<file path="src/hw/rtl/gsk_pkg.sv">
// gsk_pkg: shared types and key compare for the group sort core
// depends on nothing; used by gsk_cell and group_sort_by_position_key_core
package gsk_pkg;

   localparam int CHROM_W = 16;
   localparam int POS_W   = 31;
   localparam int IDX_W   = 6;

   typedef struct packed {
      logic [CHROM_W-1:0] chromosome;
      logic [POS_W-1:0]   position;
      logic               last_record;
   } req_word_type;

   typedef struct packed {
      logic [CHROM_W-1:0] group_chrom;
      logic [POS_W-1:0]   group_position;
      logic [IDX_W-1:0]   variant_index;
      logic [IDX_W-1:0]   group_number;
      logic               end_of_group;
      logic               end_of_run;
      logic               overflow;
   } rsp_word_type;

   // one stored variant record
   typedef struct packed {
      logic [CHROM_W-1:0] chrom;
      logic [POS_W-1:0]   pos;
      logic [IDX_W-1:0]   idx;
   } entry_type;

   // chain-wide control from the top level
   typedef struct packed {
      logic insert;
      logic drain;
   } cell_ctrl_type;

   typedef enum logic {
      ST_LOAD,
      ST_DRAIN
   } state_type;

   // strict order on (chrom, pos); ties fall behind existing entries
   function automatic logic key_less(entry_type a, entry_type b);
      logic result;
      if (a.chrom != b.chrom) begin
         result = (a.chrom < b.chrom);
      end else begin
         result = (a.pos < b.pos);
      end
      return result;
   endfunction

   function automatic logic key_same(entry_type a, entry_type b);
      return (a.chrom == b.chrom) && (a.pos == b.pos);
   endfunction

endpackage

</file>
<file path="src/hw/rtl/gsk_cell.sv">
// gsk_cell: one slot of the sorted insertion chain
// depends on gsk_pkg
module gsk_cell (
   input  logic                   clock,
   input  logic                   reset,
   input  gsk_pkg::cell_ctrl_type ctrl,
   input  gsk_pkg::entry_type     new_entry,
   input  gsk_pkg::entry_type     prev_entry,
   input  logic                   prev_valid,
   input  logic                   prev_take,
   input  gsk_pkg::entry_type     next_entry,
   input  logic                   next_valid,
   output gsk_pkg::entry_type     entry,
   output logic                   valid,
   output logic                   take
);

   gsk_pkg::entry_type entry_ff, entry_in;
   logic               valid_ff, valid_in;

   // new record belongs at or before this slot
   assign take = !valid_ff || gsk_pkg::key_less(new_entry, entry_ff);

   always_comb begin
      entry_in = entry_ff;
      valid_in = valid_ff;
      if (ctrl.drain) begin
         entry_in = next_entry;
         valid_in = next_valid;
      end else if (ctrl.insert && take) begin
         if (prev_take) begin
            entry_in = prev_entry;
            valid_in = prev_valid;
         end else begin
            entry_in = new_entry;
            valid_in = 1'b1;
         end
      end
   end

   always_ff @(posedge clock) begin
      if (reset) begin
         valid_ff <= 1'b0;
      end else begin
         valid_ff <= valid_in;
      end
      entry_ff <= entry_in;
   end

   assign entry = entry_ff;
   assign valid = valid_ff;

endmodule

</file>
<file path="config.mk">
export PLATFORM = sky130hd
export DESIGN_NAME = gsk_cell
export DESIGN_NICKNAME = d
export VERILOG_FILES = /design/src/hw/rtl/gsk_pkg.sv /design/src/hw/rtl/gsk_cell.sv
export SDC_FILE = /design/constraint.sdc
export NUM_CORES = 1
export LEC_CHECK = 0
export BUFFER_PORTS_ARGS = -buffer_cell sky130_fd_sc_hd__clkbuf_2
export CAP_MARGIN = 20
export CORE_ASPECT_RATIO = 0.6
export CORE_MARGIN = 3
export CORE_UTILIZATION = 41
export CTS_CLUSTER_DIAMETER = 100
export CTS_CLUSTER_SIZE = 24
export DETAILED_ROUTE_END_ITERATION = 16
export PLACE_DENSITY_LB_ADDON = 0.12
export SETUP_SLACK_MARGIN = 0.5
export SYNTH_ARGS = -nofsm -noshare
export SYNTH_HDL_FRONTEND = slang
export SYNTH_SLANG_ARGS = --single-unit
export TNS_END_PERCENT = 100
</file>
<file path="constraint.sdc">
create_clock -name clock -period 3.1 [get_ports clock]
set_input_delay 0.31 -clock clock [delete_from_list [all_inputs] [get_ports clock]]
set_output_delay 0.31 -clock clock [all_outputs]
set_load 0.02 [all_outputs]
</file>
## Word level (Yosys, flattened, before mapping)

Cells that the tools add are included.
Widths: inputs -> output; s select.

- Bits of input ports: 166
- Register bits: 54
- Output and inout port bits: 55
- Logic and storage cells: 18

- Reduce and logical (&&, ||, !) cells: 4
- Muxes and demuxes: 7
- Eq/ne operators: 1
- Order comparisons: 2

Operators by type and width:

| cell | count |
|---|---|
| $mux 53 | 3 |
| $lt 31x31->1 | 1 |
| $lt 16x16->1 | 1 |
| $ne 16x16->1 | 1 |
| $mux 1 | 4 |
| $reduce_bool 2->1 | 1 |
| $logic_and 1x1->1 | 1 |
| $logic_not 1->1 | 1 |
| $logic_or 1x1->1 | 1 |

## Longest topological paths before layout

Gate-level depths: netlist of the first run.

- Word-level depth: 6
- Gate-level depth with buffers: 8
- Mapped depth without buffers: 8

## Least setup slack after synthesis of the first run

OpenSTA, ideal clock, no wires.

- Path kind: flip-flop to flip-flop
- From: reg entry_ff, in the netlist entry[47]
- To: reg entry_ff, in the netlist entry[0] (enable)
- Period minus slack after synthesis: 3.424 ns
- Arrival: 3.014 ns
- Setup slack: -0.324 ns
- Stages on the path, launching flop included: 9
- Buffers on the path: 0
- Required time: 2.690 ns
- Path through: edfxtp_1 > inv_1 > ha_1 > nand4_1 > nor3_1 > o211ai_1 > a2111o_1 > a311oi_1 > a211o_1

- Longest elaborated chain between the ends: 5

RTL lines:

| item | RTL line | RTL |
|---|---|---|
| start: declaration | gsk_cell.sv:18 | `gsk_pkg::entry_type entry_ff, entry_in;` |
| start signal: assignment | gsk_cell.sv:47 | `entry_ff <= entry_in;` |
| $lt 16x16->1 / $ne 16x16->1 (equally long branches) | gsk_pkg.sv:47, gsk_pkg.sv:46 |  |
| $mux 1 * | gsk_pkg.sv:46 | `if (a.chrom != b.chrom) begin` |
| $logic_or 1x1->1 * | gsk_cell.sv:22 | `assign take = !valid_ff \|\| gsk_pkg::key_less(new_entry, entry_ff);` |
| $logic_and 1x1->1 * | gsk_cell.sv:30 | `end else if (ctrl.insert && take) begin` |
| $reduce_bool 2->1 (no line) * | - |  |

Every way passes the cells marked *; elsewhere a longest branch is shown, timed or not.
A chain may end at the register's enable or synchronous reset.

## Worst setup path in the final report of the first run

- From: reg entry_ff, in the netlist entry[46]
- To: reg entry_ff, in the netlist entry[41] (enable)

Same word-level chain as after synthesis.

==> metrics.txt, run 1 <==
Seq/Total Area, Yosys 41.1%; ANT nets after route 0; global route overflow 0; Port Buffers 220; Non-Filler Instances 764; worst path buffer plus inverter count 4; total power 2.21 mW; top_reg_cell synth edfxtp_1; max_slew headroom 62.8%; kind of critical path register to register; CP cell instances inv_1, ha_1, nand4_1, or3_1, o221ai_2, nand2_1, buf_4, a211o_4, buf_4, clkbuf_16; Area after DPL 5180 um^2; syn avg cell area 9.61 um^2; initial antenna violation count 0; die area 10800 um^2; Ys Warns 0; crit path time final 2660 ps; Initial Util 44.1%; TritonCTS clock tree yes; area used by multi-input combinational logic 2160 um^2; VDD IR max 0.238 mV; DRT iter0 DRCs 180; GRT Total Usage 19.9%; Finished Cell Area 5610 um^2; row count 26; crit start category register; top cell family by delay on the critical path simple AND/OR/NAND/NOR gates; pins over their slew limit 0; ranking of synthesized cells by area edfxtp_1 41%, ha_1 15%, mux2i_1 14%, o21ai_0 7.7%, nand2_1 6.3%; CTS Buffer Depth 2; Pwr per Cell Area 394 nW/um^2; required time worst endpoint 3160 ps; DRC 0; final setup TNS 0 ps; maximum clock rate 376 MHz; Fillers 776; Max stage delay on crit path 410 ps; Hold Fails Final Rpt 0; Synth Register Bits 54; IO Pins 221; WP data arrival 2720 ps; Core Region 8880 um^2; max-cap violations 0; Setup violations, final 0; clock latency on the worst-skew pair 290 ps; antenna cells 0; dpl cells 742; nets@finish 849; CP max-delay cell or3_1; gp weighted congestion 0.781; first-pass GRT wire length 17300 um; clock sinks 54; Crit path depth 10; Yosys top cell area share 40.6%; CP most frequent cell buf_4; detailed-route wire length per cell 15.0 um; Lkg Pwr 2.93 nW; CTS Buf Count 5; register area 1610 um^2; crit-path max FO 6; commonest cells in the netlist 66 x nand2_1, 60 x o21ai_0, 53 x edfxtp_1, 53 x mux2i_1, 49 x inv_1; number of global-route vias before repair 3509; vias 3684; layout cells sized above 1 40.8%; number of enable flip-flop cells after synthesis 53; clock skew 6.23 ps; count leader, synth nand2_1; Worst Tran Pin Value 558 ps; Cells after Synth 408; RSZ-0062 raised after global routing true; Die W 132 um; H-tree levels 2; worst r2r src entry[46]$_DFFE_PP_; clock root cell clkbuf_16; post-synth net total 620; Worst setup EP type register; largest net degree at the start of global routing 42; Final Cycle Share 85.9%; Worst R2R Setup Slack 440 ps; largest area contributor in the netlist edfxtp_1; status complete, no violations; Mapped Area 3920 um^2; post-synthesis cell type count 33; Pre-antenna DRT Iters 4; final wirelength 11500 um; CP startpoint entry[46]$_DFFE_PP_; vias per inst 4.82; Die H 81.7 um; post-layout util 63.2%; Worst-path clk slew 60 ps; Worst Reg2Reg Path Length in Cells 10; dpl hpwl 9270 um; worst hold path class input port to register; worst reg2reg path endpoint entry[41]$_DFFE_PP_; Area growth syn-to-layout 43.2%; Post-synth ARST share 0%; end of the critical path entry[41]$_DFFE_PP_
[where the power goes]
group | internal, mW | switching [mW]
Combinational | 0.325 | 0.410
Clock | 0.296 | 0.243
Sequential | 0.898 | 0.0388
Total | 1.52 | 0.692
[cell usage in the layout (no fill, tap or decap), types with 11 or more instances in the layout]
cell      Yosys  routed
clkbuf_2      0     218
edfxtp_1     53      53
ha_1         46      40
buf_4         0      11
inv_1        49      48
o21ai_0      60      60
a21oi_1      19      19
mux2i_1      53      53
nand2_1      66      66
[cell type report]
| cell class | count | area share, % |
|---|---|---|
| Clock inverter | 2 | 0.156 |
| Multi-Input combinational cell | 287 | 38.4 |
| Inverter | 49 | 3.28 |
| Clock buffer | 6 | 2.30 |
| Tap cell | 126 | 2.81 |
| Sequential cell | 54 | 28.7 |
| Timing Repair Buffer | 240 | 24.3 |
[layer usage]
| layer | vias up | routed length (um) | global-route usage [%] |
|---|---|---|---|
| li1 | 1925 | - | - |
| met1 | 1632 | 5310 | 26.0 |
| met2 | 123 | 5350 | 34.5 |
| met3 | 4 | 789 | 5.51 |
| met4 | 0 | 48 | 2.80 |
| met5 | - | 0 | 0 |
[state kept, by name, indices dropped and copies added, names as in the netlist]
signal and count:
entry 53, valid 1
[cell families after synthesis]
logic type / synth area share, %
and+or+nand+nor: 9.83
adders and majority gates: 14.7
buffers and inverters: 6.58
AOI/OAI and AO/OA: 14.3
DFF: 41.1
muxes: 13.5
[worst min-delay path by stage]
stage,start,endpoint,slack (ps),cells past startpoint
detailed placement,reset,valid$_SDFFE_PP0P_,490,2
global placement,reset,valid$_SDFFE_PP0P_,480,2
CTS,reset,valid$_SDFFE_PP0P_,180,2
global route,reset,valid$_SDFFE_PP0P_,180,2
floorplan,reset,valid$_SDFFE_PP0P_,390,1
finish,reset,valid$_SDFFE_PP0P_,190,2
[metrics by stage]
stage / worst slack (ps) / hold slack, ps
final: 438 / 189
after global routing: 323 / 183
after CTS: 423 / 176
after detailed placement: 220 / 488
after global placement: 381 / 476
after floorplan: 544 / 387
[timing repair]
action	in CTS	in global routing
endpoints found under the setup margin	54	52
endpoints found under the hold margin	0	0
gates cloned	0	4
buffers inserted	3	7
hold buffers	0	0
resized for setup	3	15
pin swaps	6	3
No activity file was read; power rests on OpenSTA's default activity.
==> run 2: changes to the inputs <==
Settings changed: PLACE_DENSITY from default to 0.79, PLACE_DENSITY_LB_ADDON 0.12 to default.
==> run 2 against run 1 <==
Net effect: largest power group unchanged; highest routed layer unchanged; die area did not move; routed wire length increased by 5.9%; sequential power grew 0.4%; flip-flop and latch count stayed put; non-clock buffer count shrank 3; first-iteration DRC count down 14%; sequential share of layout area rose by 0.077 points.
==> metrics.txt, run 2 (synthesis results as in run 1) <==
Finished Cell Area 5600 um^2; Worst Tran Pin Value 997 ps; Fillers 734; Pre-antenna DRT Iters 6; status complete, no violations; DRT iter0 DRCs 154; IO Pins 221; crit-path max FO 3; worst path buffer plus inverter count 3; clock skew 7.05 ps; Die W 132 um; kind of critical path register to primary output; ANT nets after route 0; worst hold path class input port to register; Max stage delay on crit path 370 ps; pins over their slew limit 0; Non-Filler Instances 761; largest net degree at the start of global routing 70; first-pass GRT wire length 18400 um; GRT Total Usage 21.4%; worst-case hold slack 181 ps; CTS Buffer Depth 2; final setup TNS 0 ps; clock latency on the worst-skew pair 290 ps; top cell family by delay on the critical path simple AND/OR/NAND/NOR gates; vias per inst 5.04; global route overflow 0; final wirelength 12200 um; Area after DPL 5170 um^2; DRC 0; RSZ-0062 raised after global routing true; CP cell instances inv_2, ha_4, nand4_1, buf_4, or3_4, o221ai_4, nand2_2, or2_4, clkbuf_8; Worst-path clk slew 70 ps; antenna cells 0; Largest register FFs 53; Worst setup EP type primary output; VDD IR max 0.215 mV; required time worst endpoint 2790 ps; maximum clock rate 368 MHz; Setup violations, final 0; commonest non-fill, non-tap cells in the layout 217 x clkbuf_2, 65 x nand2_1, 60 x o21ai_0; worst setup slack after layout 383 ps; H-tree levels 2; CP max-delay cell edfxtp_1; crit start category register; CTS Buf Count 5; Port Buffers 220; pre-CTS setup slack 251 ps; Area growth syn-to-layout 42.8%; row count 26; detailed-route wire length per cell 16.0 um; nets@finish 846; crit path time final 2720 ps; dpl hpwl 9730 um; Lkg Pwr 2.92 nW; layout cells sized above 1 41.4%; max-cap violations 0; TritonCTS clock tree yes; vias 3836; Final Cycle Share 87.6%; WP data arrival 2410 ps; dpl cells 741; Pwr per Cell Area 397 nW/um^2; Die H 81.7 um; Core Region 8880 um^2; total power 2.22 mW; clock root cell clkbuf_16; max_slew headroom 33.6%; die area 10800 um^2; gp weighted congestion 0.855; Hold Fails Final Rpt 0; initial antenna violation count 0; number of global-route vias before repair 3908; commonest non-fill, non-tap cell in the layout clkbuf_2; clock sinks 54; post-layout util 63.0%; Initial Util 44.1%
==> run 2: final timing paths <==
path	to	slack, ps	cells after the start	start
max	take	380	9	entry[50]$_DFFE_PP_
min	valid$_SDFFE_PP0P_	180	2	reset
max reg2reg	entry[49]$_DFFE_PP_	430	10	entry[50]$_DFFE_PP_
min reg2reg	valid$_SDFFE_PP0P_	610	3	valid$_SDFFE_PP0P_
==> run 2: per-layer routing <==
metal / GRT usage (%) / vias up / part of all wire, %
li1: - / 1915 / -
met1: 25.6 / 1762 / 42
met2: 39.0 / 151 / 49
met3: 6.67 / 8 / 8.3
met4: 3.94 / 0 / 0.44
met5: 0 / - / 0
==> run 2: where the power goes <==
part	switching, mW	leakage (nW)	total, mW	internal [mW]
clock network	0.244	0.0683	0.541	0.296
registers	0.0424	0.555	0.941	0.898
logic	0.420	2.29	0.741	0.321
total	0.707	2.92	2.22	1.52
==> run 2: worst reg2reg max path, stage by stage, from the launching register on <==
cell and delay, ps:
edfxtp_1 370, inv_2 60, ha_4 270, nand4_1 190
buf_4 200, or3_4 330, o221ai_4 190, nand2_2 90
buf_6 120, a211o_4 380, clkbuf_16 210
==> run 2: repair_timing <==
item                                    CTS  global route
endpoints found under the setup margin   54            54
buffers inserted                          4             6
hold buffers                              0             0
gates resized for setup                  16             9
pin swaps                                 7             7
gates cloned                              0             2
==> run 2: area by class of cell <==
type | instances | area [um^2] | share of cell area (%)
Inverter | 49 | 184 | 3.28
Clock inverter | 2 | 8.76 | 0.156
Tap cell | 126 | 158 | 2.82
Sequential cell | 54 | 1610 | 28.8
Timing Repair Buffer | 237 | 1300 | 23.3
Multi-Input combinational cell | 287 | 2200 | 39.4
Clock buffer | 6 | 129 | 2.30
